$ cat src/rtl/ipr_pkg.sv
// ipr_pkg: shared types and codes for the icmp probe reply filter
// used by ipr_parser, ipr_verdict and icmp_probe_reply_filter; no dependencies

package ipr_pkg;

	// parser phases
	localparam logic [2:0] PH_OUTER      = 3'd0;
	localparam logic [2:0] PH_ICMP       = 3'd1;
	localparam logic [2:0] PH_INNER      = 3'd2;
	localparam logic [2:0] PH_INNER_ICMP = 3'd3;
	localparam logic [2:0] PH_DONE       = 3'd4;
	localparam logic [2:0] PH_WRONG      = 3'd5;
	localparam logic [2:0] PH_BAD        = 3'd6;

	// result status codes
	localparam logic [2:0] ST_OK        = 3'd0;
	localparam logic [2:0] ST_WRONG_MSG = 3'd1;
	localparam logic [2:0] ST_ID_MISS   = 3'd2;
	localparam logic [2:0] ST_SEQ_MISS  = 3'd3;
	localparam logic [2:0] ST_TRUNC     = 3'd4;

	// icmp message types
	localparam logic [7:0] ICMP_ECHO_REPLY   = 8'd0;
	localparam logic [7:0] ICMP_TIME_EXCEED  = 8'd11;
	localparam logic [7:0] ICMP_CODE_TTL     = 8'd0;

	// minimum ipv4 header length in words
	localparam logic [3:0] IHL_MIN = 4'd5;

	// configuration register indexes
	localparam logic REG_PROCESS_ID = 1'b0;
	localparam logic REG_PROBE_TTL  = 1'b1;

	typedef struct packed {
		logic [7:0] packet_byte;
		logic       last_byte;
	} ipr_in_t;

	typedef struct packed {
		logic        accepted;
		logic [15:0] sequence_res;
		logic        reply_kind;
		logic [2:0]  status;
	} ipr_out_t;

	// parser state after the current byte, handed to the verdict logic
	typedef struct packed {
		logic [2:0]  phase;
		logic [7:0]  message_type;
		logic [15:0] echo_identifier;
		logic [15:0] echo_sequence;
	} ipr_view_t;

endpackage

$ cat src/rtl/icmp_probe_reply_filter.sv
// icmp_probe_reply_filter: top level, input stage, config registers, result register
// depends on ipr_pkg, ipr_parser, ipr_verdict
//
// usage
//   in channel (in_valid/in_ready/in_data): one packet byte per item, network order,
//   with last_byte set on the final byte of the packet
//   out channel (out_valid/out_ready/out_data): exactly one result item per packet,
//   issued for the byte that carries last_byte
//   cfg port: cfg_we with cfg_index 0 writes process_id, index 1 writes probe_ttl;
//   writes take effect at once and are meant for idle periods between packets
// timing
//   one byte per cycle sustained while no last byte waits for the result slot; a byte is held in
//   the input register and folded into the header walk when it moves on; a last byte moving on
//   also loads the result register, from which the result is shown
// reset
//   arst_n clears the parser to the start of a packet, empties both registers,
//   sets process_id to 0 and probe_ttl to 1
// stall
//   bytes that are not the last never wait; a last byte waits in the input register
//   only while a previous result is still held unread, and in_ready drops then

module icmp_probe_reply_filter import ipr_pkg::*; (
	input  logic        clk,
	input  logic        arst_n,
	input  logic        in_valid,
	output logic        in_ready,
	input  ipr_in_t     in_data,
	output logic        out_valid,
	input  logic        out_ready,
	output ipr_out_t    out_data,
	input  logic        cfg_we,
	input  logic        cfg_index,
	input  logic [15:0] cfg_wdata
);

	// configuration
	logic [15:0] process_id_q;
	logic [7:0]  probe_ttl_q;

	// input register
	logic        valid_s1;
	ipr_in_t     data_s1;

	// result register
	logic        out_valid_q;
	ipr_out_t    out_data_q;

	logic        slot_free;
	logic        advance_s1;
	logic        in_take;
	ipr_view_t   view;
	ipr_out_t    result;

	always_ff @(posedge clk or negedge arst_n) begin
		if (!arst_n) begin
			process_id_q <= '0;
			probe_ttl_q  <= 8'd1;
		end else if (cfg_we) begin
			unique case (cfg_index)
				REG_PROCESS_ID: process_id_q <= cfg_wdata;
				REG_PROBE_TTL:  probe_ttl_q  <= cfg_wdata[7:0];
				default: ;
			endcase
		end
	end

	// result slot is free when empty or being read this cycle
	assign slot_free  = !out_valid_q || out_ready;
	// a held byte moves on unless it is the last and the result slot is busy
	assign advance_s1 = valid_s1 && (!data_s1.last_byte || slot_free);
	assign in_ready   = !valid_s1 || advance_s1;
	assign in_take    = in_valid && in_ready;

	always_ff @(posedge clk or negedge arst_n) begin
		if (!arst_n) begin
			valid_s1 <= 1'b0;
		end else if (in_ready) begin
			valid_s1 <= in_valid;
		end
	end

	always_ff @(posedge clk) begin
		if (in_take)
			data_s1 <= in_data;
	end

	ipr_parser u_parser (
		.clk         (clk),
		.arst_n      (arst_n),
		.en          (advance_s1),
		.packet_byte (data_s1.packet_byte),
		.last_byte   (data_s1.last_byte),
		.view        (view)
	);

	ipr_verdict u_verdict (
		.view       (view),
		.process_id (process_id_q),
		.probe_ttl  (probe_ttl_q),
		.result     (result)
	);

	// one result per packet, loaded when the last byte goes through
	always_ff @(posedge clk or negedge arst_n) begin
		if (!arst_n) begin
			out_valid_q <= 1'b0;
		end else if (advance_s1 && data_s1.last_byte) begin
			out_valid_q <= 1'b1;
		end else if (out_ready) begin
			out_valid_q <= 1'b0;
		end
	end

	always_ff @(posedge clk) begin
		if (advance_s1 && data_s1.last_byte)
			out_data_q <= result;
	end

	assign out_valid = out_valid_q;
	assign out_data  = out_data_q;

endmodule

$ cat src/rtl/ipr_parser.sv
// ipr_parser: per-packet header walk, one byte per enabled cycle
// depends on ipr_pkg

module ipr_parser import ipr_pkg::*; (
	input  logic       clk,
	input  logic       arst_n,
	input  logic       en,
	input  logic [7:0] packet_byte,
	input  logic       last_byte,
	output ipr_view_t  view
);

	logic [2:0]  phase_q;
	logic [7:0]  byte_idx_q;
	logic [5:0]  outer_len_q;
	logic [5:0]  inner_len_q;
	logic [7:0]  msg_type_q;
	logic [7:0]  msg_code_q;
	logic [15:0] echo_id_q;
	logic [15:0] echo_seq_q;

	logic [2:0]  ph_d;
	logic [5:0]  outer_len_d;
	logic [5:0]  inner_len_d;
	logic [7:0]  msg_type_d;
	logic [7:0]  msg_code_d;
	logic [15:0] echo_id_d;
	logic [15:0] echo_seq_d;
	logic [7:0]  byte_idx_d;
	logic [7:0]  rel_msg;
	logic [7:0]  rel_inner;
	logic [7:0]  rel_echo;
	logic        take_en;
	logic [7:0]  take_rel;

	assign rel_msg   = byte_idx_q - {2'b00, outer_len_q};
	assign rel_inner = rel_msg - 8'd8;
	assign rel_echo  = rel_inner - {2'b00, inner_len_q};
	assign byte_idx_d = (byte_idx_q == 8'hFF) ? byte_idx_q : byte_idx_q + 8'd1;

	always_comb begin
		ph_d        = phase_q;
		outer_len_d = outer_len_q;
		inner_len_d = inner_len_q;
		msg_type_d  = msg_type_q;
		msg_code_d  = msg_code_q;
		echo_id_d   = echo_id_q;
		echo_seq_d  = echo_seq_q;
		take_en     = 1'b0;
		take_rel    = rel_msg;

		// outer header: length nibble, then skip to the message
		if (ph_d == PH_OUTER) begin
			if (byte_idx_q == 8'd0) begin
				outer_len_d = {packet_byte[3:0], 2'b00};
				if (packet_byte[3:0] < IHL_MIN)
					ph_d = PH_BAD;
			end else if (byte_idx_q == {2'b00, outer_len_q}) begin
				ph_d = PH_ICMP;
			end
		end

		// outer icmp header
		if (ph_d == PH_ICMP) begin
			if (rel_msg == 8'd0) begin
				msg_type_d = packet_byte;
			end else if (rel_msg == 8'd1) begin
				msg_code_d = packet_byte;
				if (!(msg_type_q == ICMP_ECHO_REPLY ||
				      (msg_type_q == ICMP_TIME_EXCEED && packet_byte == ICMP_CODE_TTL)))
					ph_d = PH_WRONG;
			end else if (msg_type_q == ICMP_ECHO_REPLY) begin
				take_en  = 1'b1;
				take_rel = rel_msg;
			end else if (rel_msg == 8'd8) begin
				ph_d = PH_INNER;
			end
		end

		// quoted inner ipv4 header
		if (ph_d == PH_INNER) begin
			if (rel_inner == 8'd0) begin
				inner_len_d = {packet_byte[3:0], 2'b00};
				if (packet_byte[3:0] < IHL_MIN)
					ph_d = PH_BAD;
			end else if (rel_inner == {2'b00, inner_len_q}) begin
				ph_d = PH_INNER_ICMP;
			end
		end

		// quoted icmp header
		if (ph_d == PH_INNER_ICMP) begin
			take_en  = 1'b1;
			take_rel = rel_echo;
		end

		// identifier and sequence at header offsets 4 to 7
		if (take_en) begin
			case (take_rel)
				8'd4: echo_id_d  = {packet_byte, 8'h00};
				8'd5: echo_id_d  = {echo_id_q[15:8], packet_byte};
				8'd6: echo_seq_d = {packet_byte, 8'h00};
				8'd7: begin
					echo_seq_d = {echo_seq_q[15:8], packet_byte};
					ph_d       = PH_DONE;
				end
				default: ;
			endcase
		end
	end

	assign view.phase           = ph_d;
	assign view.message_type    = msg_type_d;
	assign view.echo_identifier = echo_id_d;
	assign view.echo_sequence   = echo_seq_d;

	always_ff @(posedge clk or negedge arst_n) begin
		if (!arst_n) begin
			phase_q     <= PH_OUTER;
			byte_idx_q  <= '0;
			outer_len_q <= '0;
			inner_len_q <= '0;
			msg_type_q  <= '0;
			msg_code_q  <= '0;
			echo_id_q   <= '0;
			echo_seq_q  <= '0;
		end else if (en) begin
			if (last_byte) begin
				phase_q     <= PH_OUTER;
				byte_idx_q  <= '0;
				outer_len_q <= '0;
				inner_len_q <= '0;
				msg_type_q  <= '0;
				msg_code_q  <= '0;
				echo_id_q   <= '0;
				echo_seq_q  <= '0;
			end else begin
				phase_q     <= ph_d;
				byte_idx_q  <= byte_idx_d;
				outer_len_q <= outer_len_d;
				inner_len_q <= inner_len_d;
				msg_type_q  <= msg_type_d;
				msg_code_q  <= msg_code_d;
				echo_id_q   <= echo_id_d;
				echo_seq_q  <= echo_seq_d;
			end
		end
	end

endmodule

$ cat src/rtl/ipr_verdict.sv
// ipr_verdict: turns the final parser state into one result item
// depends on ipr_pkg

module ipr_verdict import ipr_pkg::*; (
	input  ipr_view_t   view,
	input  logic [15:0] process_id,
	input  logic [7:0]  probe_ttl,
	output ipr_out_t    result
);

	logic [9:0] ttl_x3;
	logic [9:0] seq_lo;
	logic [9:0] seq_hi;
	logic       seq_hit;
	logic       complete;

	// sequence / 3 == ttl - 1  <=>  3*(ttl-1) <= sequence <= 3*(ttl-1) + 2
	assign ttl_x3  = {1'b0, probe_ttl, 1'b0} + {2'b00, probe_ttl};
	assign seq_lo  = ttl_x3 - 10'd3;
	assign seq_hi  = ttl_x3 - 10'd1;
	assign seq_hit = (probe_ttl != 8'd0) &&
	                 (view.echo_sequence >= {6'b0, seq_lo}) &&
	                 (view.echo_sequence <= {6'b0, seq_hi});
	assign complete = (view.phase == PH_DONE);

	always_comb begin
		result.accepted     = 1'b0;
		result.sequence_res = '0;
		result.reply_kind   = 1'b0;
		if (view.phase == PH_WRONG) begin
			result.status = ST_WRONG_MSG;
		end else if (!complete) begin
			result.status = ST_TRUNC;
		end else begin
			result.reply_kind = (view.message_type == ICMP_ECHO_REPLY);
			if (view.echo_identifier != process_id) begin
				result.status = ST_ID_MISS;
			end else if (!seq_hit) begin
				result.status = ST_SEQ_MISS;
			end else begin
				result.status       = ST_OK;
				result.accepted     = 1'b1;
				result.sequence_res = view.echo_sequence;
			end
		end
	end

endmodule
$ cat config.mk
export PLATFORM = sky130hd
export DESIGN_NAME = icmp_probe_reply_filter
export DESIGN_NICKNAME = d
export VERILOG_FILES = /design/src/rtl/ipr_pkg.sv /design/src/rtl/icmp_probe_reply_filter.sv /design/src/rtl/ipr_parser.sv /design/src/rtl/ipr_verdict.sv
export SDC_FILE = /design/constraint.sdc
export NUM_CORES = 1
export LEC_CHECK = 0
export BUFFER_PORTS_ARGS = -buffer_cell sky130_fd_sc_hd__buf_4
export CAP_MARGIN = 20
export CORE_MARGIN = 2
export CORE_UTILIZATION = 40
export CTS_CLUSTER_DIAMETER = 60
export DETAILED_ROUTE_END_ITERATION = 12
export PLACE_DENSITY = 0.57
export RECOVER_POWER = 25
export SLEW_MARGIN = 20
export SYNTH_ARGS = -nofsm -noshare
export SYNTH_HDL_FRONTEND = slang
export SYNTH_SLANG_ARGS = --single-unit
export TNS_END_PERCENT = 10
$ cat constraint.sdc
create_clock -name clk -period 11.71 [get_ports clk]
set_input_delay 0.5855 -clock clk [delete_from_list [all_inputs] [get_ports clk]]
set_output_delay 0.5855 -clock clk [all_outputs]
set_load 0.01 [all_outputs]
# Word-level counts from Yosys, hierarchy flattened
# Index checks and enable logic that the tools add are counted.
[totals]
ff_bits = 119
elab_cells = 128
inputBits = 31
out_inout_bits = 23
[op_classes]
n_reduce_logical = 34
addsub = 7
order_cmp = 3
n_mux = 46
bitwise = 3
eq_ne = 17
[op_table]
columns = ["operator", "n"]
rows = [
  ["16-bit 2-to-1 mux", 4],
  ["16-bit one-hot mux with 2 select lines", 2],
  ["3-bit 2-to-1 mux", 18],
  ["8-bit logical NOT", 6],
  ["8-bit 2-to-1 mux", 6],
  ["6-bit 2-to-1 mux", 6],
  ["8-bit by 3-bit equality test with 1-bit output, second input constant", 4],
  ["17-bit 2-to-1 mux", 1],
  ["8-bit by 4-bit equality test with 1-bit output, second input constant", 2],
  ["8-bit by 6-bit equality test with 1-bit output", 2],
  ["16-bit by 10-bit >= comparator with 1-bit output", 1],
  ["16-bit by 10-bit <= comparator with 1-bit output", 1],
  ["16-bit != test", 1],
  ["8-bit by 6-bit subtractor with 8-bit output", 2],
  ["9-bit by 8-bit adder with 10-bit output", 1],
  ["2-bit nonzero test", 5],
  ["10-bit by 1-bit subtractor with 10-bit output, second input constant", 1],
  ["10-bit by 2-bit subtractor with 10-bit output, second input constant", 1],
  ["8-bit by 1-bit adder with 8-bit output, second input constant", 1],
  ["8-bit by 1-bit equality test with 1-bit output, second input constant", 1],
  ["8-bit equality test, second input constant", 1],
  ["8-bit nonzero test", 1],
  ["8-bit by 4-bit subtractor with 8-bit output, second input constant", 1],
  ["1-bit 2-to-1 mux", 7],
  ["other kinds (16)", 34],
]

# Depth between registers and ports, before layout
[depth]
word_depth = 23
depth_mapped = 32
ltp_nobuf = 30

# By module
# From an unflattened synthesis, not the netlist that was laid out.
[unflattened]
hier_cells = 685
area_unflattened_um2 = 7569.8
[modules_own_cells]
columns = ["mod", "instances", "area_per_inst_um2", "cells_per_inst"]
rows = [
  ["ipr_parser", 1, 4012.6, 385],
  ["icmp_probe_reply_filter", 1, 1945.6, 92],
  ["ipr_verdict", 1, 1611.5, 208],
]

# Least setup slack after synthesis
# No wires, ideal clock.
[synth_timing]
kind = "register to register"
from = "register u_parser.byte_idx_q[2]"
to = "register out_data_q (netlist bit out_data[10]), data pin"
t_arrival_ns = 6.790
required_ns = 11.429
slack_ns = 4.639
setup_time_ns = 0.281
path_stages_with_launch = 33
cell_sequence = "dfrtp_1 > inv_1 > ha_1 > inv_1 > fa_1 > xnor2_1 > ha_1 > xnor2_1 > xnor2_1 > ha_1 > nor3b_1 > or3b_2 > a21oi_1 > o2bb2ai_1 > a211oi_2 > clkbuf_1 > nand3_1 > nand2_1 > o21ai_1 > a22oi_1 > inv_1 > ha_1 > a21o_1 > a21o_1 > a21o_1 > a21o_1 > a21oi_1 > o21ai_0 > nand3_1 > nand2_1 > nand3_1 > buf_1 > nor4_2"
[synth_via]
elab_chain_len = 22
word_cells_on_any_way = 51
[synth_rtl]
columns = ["item", "line_no", "source"]
rows = [
  ["start, declared", "ipr_parser.sv:14", "logic [7:0] byte_idx_q;"],
  ["start signal, assigned", "ipr_parser.sv:139", "byte_idx_q <= byte_idx_d;"],
  ["branches (longest 16 deep; another with 8-bit by 6-bit subtractor with 8-bit output)", "-", ""],
  ["16-bit 2-to-1 mux (*)", "ipr_parser.sv:98", "if (take_en) begin"],
  ["net u_parser.echo_seq_d[1]", "ipr_parser.sv:28", "logic [15:0] echo_seq_d;"],
  ["16-bit by 10-bit >= comparator with 1-bit output", "ipr_verdict.sv:22", "(view.echo_sequence >= {6'b0, seq_lo}) &&"],
  ["1-bit logical AND", "ipr_verdict.sv:21", "assign seq_hit = (probe_ttl != 8'd0) &&"],
  ["1-bit logical AND (*)", "ipr_verdict.sv:22", ""],
  ["1-bit inverter (no source line) (*)", "-", ""],
  ["4-bit OR reduction (no source line) (*)", "-", ""],
  ["end signal, assigned", "icmp_probe_reply_filter.sv:116", "out_data_q <= result;"],
  ["end, declared", "icmp_probe_reply_filter.sv:46", "ipr_out_t out_data_q;"],
]
# Mark *: on every way through the listed nets, which the timed path passes.
# A chain may end at the register's enable or synchronous reset.

# Worst setup path after layout
[layout_timing]
from = "register u_parser.byte_idx_q[2]"
to = "register out_data_q (netlist bit out_data[4]), data pin"
# The elaborated chain is that of the path after synthesis.

==> results.json <==
{
  "postLayoutCellArea_um2": 8760,
  "reg2reg_from": "u_parser.byte_idx_q[2]",
  "final_cell_mix": "dfrtp_1, nand2_1, inv_1",
  "cts_buffers": 17,
  "place_congestion": 0.912,
  "core_area_um2": 18800,
  "port_buffers": 53,
  "cts-hold-fix-buffers": 0,
  "drt_iter0_drc": 487,
  "synth.cell_area_um2": 7660,
  "setup_violations": 0,
  "hold_viol_final": 0,
  "n_antenna_cell": 0,
  "final_common_cell": "dfrtp_1",
  "ir_drop_v": 0.000105,
  "synthXorXnorAreaFrac_pct": 4.46,
  "failed_checks": "capacitance limit, slew limit",
  "antenna_found_initial": 0,
  "cts_tree": "done",
  "die_width_um": 142,
  "dpl_cell_area_um2": 8200,
  "powerDensity_nw_per_um2": 184,
  "clk_latency_ns": 0.41,
  "clk_pin_slew_ns": 0.06,
  "syn2layout_area_growth_pct": 14.3,
  "layout-drive-gt1-share_pct": 17.2,
  "synth_area_leader_cell": "dfrtp_1",
  "clock-root-buffer": "clkbuf_16",
  "synth_compound_area_share_pct": 19.7,
  "fill_cells": 1795,
  "grt_overflow_total": 0,
  "worst_slew_pin_slew_ns": 4.58,
  "grt_pass1_vias": 6092,
  "min-delay-start": "in_data[6]",
  "ys.flop_type": "dfrtp_1",
  "startpoint": "u_parser.byte_idx_q[2]",
  "io_pins": 54,
  "critical_path_class": "flip-flop to flip-flop",
  "finalClockSkew_ns": 0.00740,
  "ys_ff_latch": 115,
  "max_cap_violations": 1,
  "cts.sinks": 115,
  "grt_usage_pct": 20.8,
  "fp.dieArea_um2": 20300,
  "dp_hpwl_um": 14900,
  "tns_ns": 0,
  "drc_errors": 0,
  "post_cts_buffers": 0,
  "dpl.cell_count": 1035,
  "end_kind": "flip-flop",
  "start_kind": "flip-flop",
  "die_h_um": 142,
  "synth_area_leaders": "dfrtp_1, edfxtp_1, ha_1",
  "vias": 6274,
  "rsz0062_at_grt": "false",
  "fin_cells": 1067,
  "synthSimpleGateAreaFrac_pct": 19.6,
  "grt_start_max_net_pins": 86,
  "cts.path.max_buffers": 2,
  "p_leak_nw": 3.82,
  "synth_top_area_share_pct": 27.4,
  "synthArstFlopShare_pct": 73.9,
  "cts_max_level": 4,
  "arrival_ns": 9.01,
  "path_max_fanout": 16,
  "initial_core_util_pct": 40.8,
  "synthMuxAreaShare_pct": 3.20,
  "finalCritPeriodShare_pct": 75.2,
  "synth_cell_type_count": 85,
  "avgSynthCellArea_um2": 9.83,
  "drv_slew": 86,
  "yosys.area_share.adder_pct": 8.30,
  "cts_resized": 0,
  "fin_crit_ns": 8.80,
  "drt-total-wl_um": 20600,
  "max_slew_margin_pct": -205,
  "synth_cells": 779,
  "row_count": 50,
  "nNetsFinal": 900,
  "drtPass1Iterations": 5,
  "routed_via_density": 5.88,
  "wire_per_inst_um": 19.3,
  "cpPeakStageDelay_ns": 0.87,
  "grt_pass1_wl_um": 32800,
  "synth_top_family_by_area": "compound AO/OA/AOI/OAI gates",
  "outcome": "finished with violations",
  "crit_path_top_delay_cell": "a211oi_2",
  "ff2ff_setup_slack_ns": 2.91,
  "synth_edf_count": 30,
  "critPathRequiredTime_ns": 11.92,
  "fmax_mhz": 114,
  "ys_seq_area_share_pct": 39.6,
  "hold_path_class": "input port to flip-flop",
  "ant_nets": 0,
  "yosysWarnings": 0
}
## report_power, final
group	internal, W	leakage (nW)	total, W	switching (W)
logic	0.000252	2.14	0.000645	0.000393
registers	0.000445	1.41	0.000479	0.0000346
clock network	0.000291	0.269	0.000488	0.000196
## final timing paths
check / endpoint / cells past startpoint
min reg2reg: u_parser.echo_seq_q[9] / 2
max in group asynchronous: u_parser.echo_id_q[6] / 1
min: data_s1[6] / 1
max reg2reg: out_data[4] / 28
max: out_data[4] / 28
min in group asynchronous: u_parser.inner_len_q[5] / 1
## synthesized netlist by cell type (7+ instances only)
master	number
o21ai_0	44
inv_1	51
nand2b_1	14
nor2b_1	13
a22oi_1	14
and2_1	15
a22o_1	36
nand3_1	28
xnor2_1	21
and3_1	11
xor2_1	18
edfxtp_1	30
nand2_1	52
nor4_2	7
dfrtp_1	84
a21oi_1	30
mux2_2	20
ha_1	46
buf_2	8
a21o_1	12
nor2_1	37
nand4_1	21
nor3_1	12
clkbuf_1	25
## metal layers
metal | vias to the layer above | GRT usage, % | wire (µm)
li1 | 2966 | - | -
met1 | 3094 | 28.9 | 9550
met2 | 182 | 32.0 | 9350
met3 | 32 | 4.27 | 1160
met4 | 0 | 8.08 | 504
met5 | - | 0 | 0
## critical path: cells and delay by family (launching register included)
family	cells	cell delay [ns]
XOR/XNOR	3	0.80
buffers and inverters	3	0.37
adder cells (fa/ha/maj)	5	1.61
flip-flops	1	0.39
AND/OR/NAND/NOR	5	1.94
AO/OA/AOI/OAI	12	3.46
## cell type report
type	count	area, µm²	share of cell area, %
Multi-Input combinational cell	577	4250	48.6
Sequential cell	115	3030	34.6
Clock buffer	20	468	5.34
Timing Repair Buffer	58	424	4.84
Tap cell	234	293	3.34
Inverter	51	191	2.19
Clock inverter	12	97.6	1.11
## state kept, by name (all words and copies together) (netlist names), 3 cells and up
signal,cells
data_s1,9
out_data,21
probe_ttl_q,8
process_id_q,16
u_parser.byte_idx_q,8
u_parser.echo_id_q,16
u_parser.echo_seq_q,16
u_parser.inner_len_q,4
u_parser.msg_type_q,8
u_parser.outer_len_q,4
u_parser.phase_q,3
## metrics by stage
stage	utilization, %	worst slack (ns)	hold WS (ns)	total power (W)
finish	46.7	2.91	0.368	0.00161
global route	46.7	2.16	0.348	0.00172
CTS	46.7	3.01	0.330	0.00161
detailed placement	43.7	3.06	0.471	0.00112
global placement	43.7	3.32	0.466	0.00110
floorplan	-	4.64	0.290	0.000966
## logic make-up (layout without fill, tap and decap cells)
| family | after synthesis | after routing |
|---|---|---|
| buffers and inverters | 92 | 141 |
| AOI/OAI and AO/OA | 206 | 206 |
| xor gates and xnor gates | 39 | 39 |
| and+or+nand+nor | 255 | 255 |
| muxes | 22 | 22 |
| DFF | 115 | 115 |
| other | 1 | 6 |
| adders and majority gates | 49 | 49 |
Note: power is estimated with default switching activity, not from simulation.
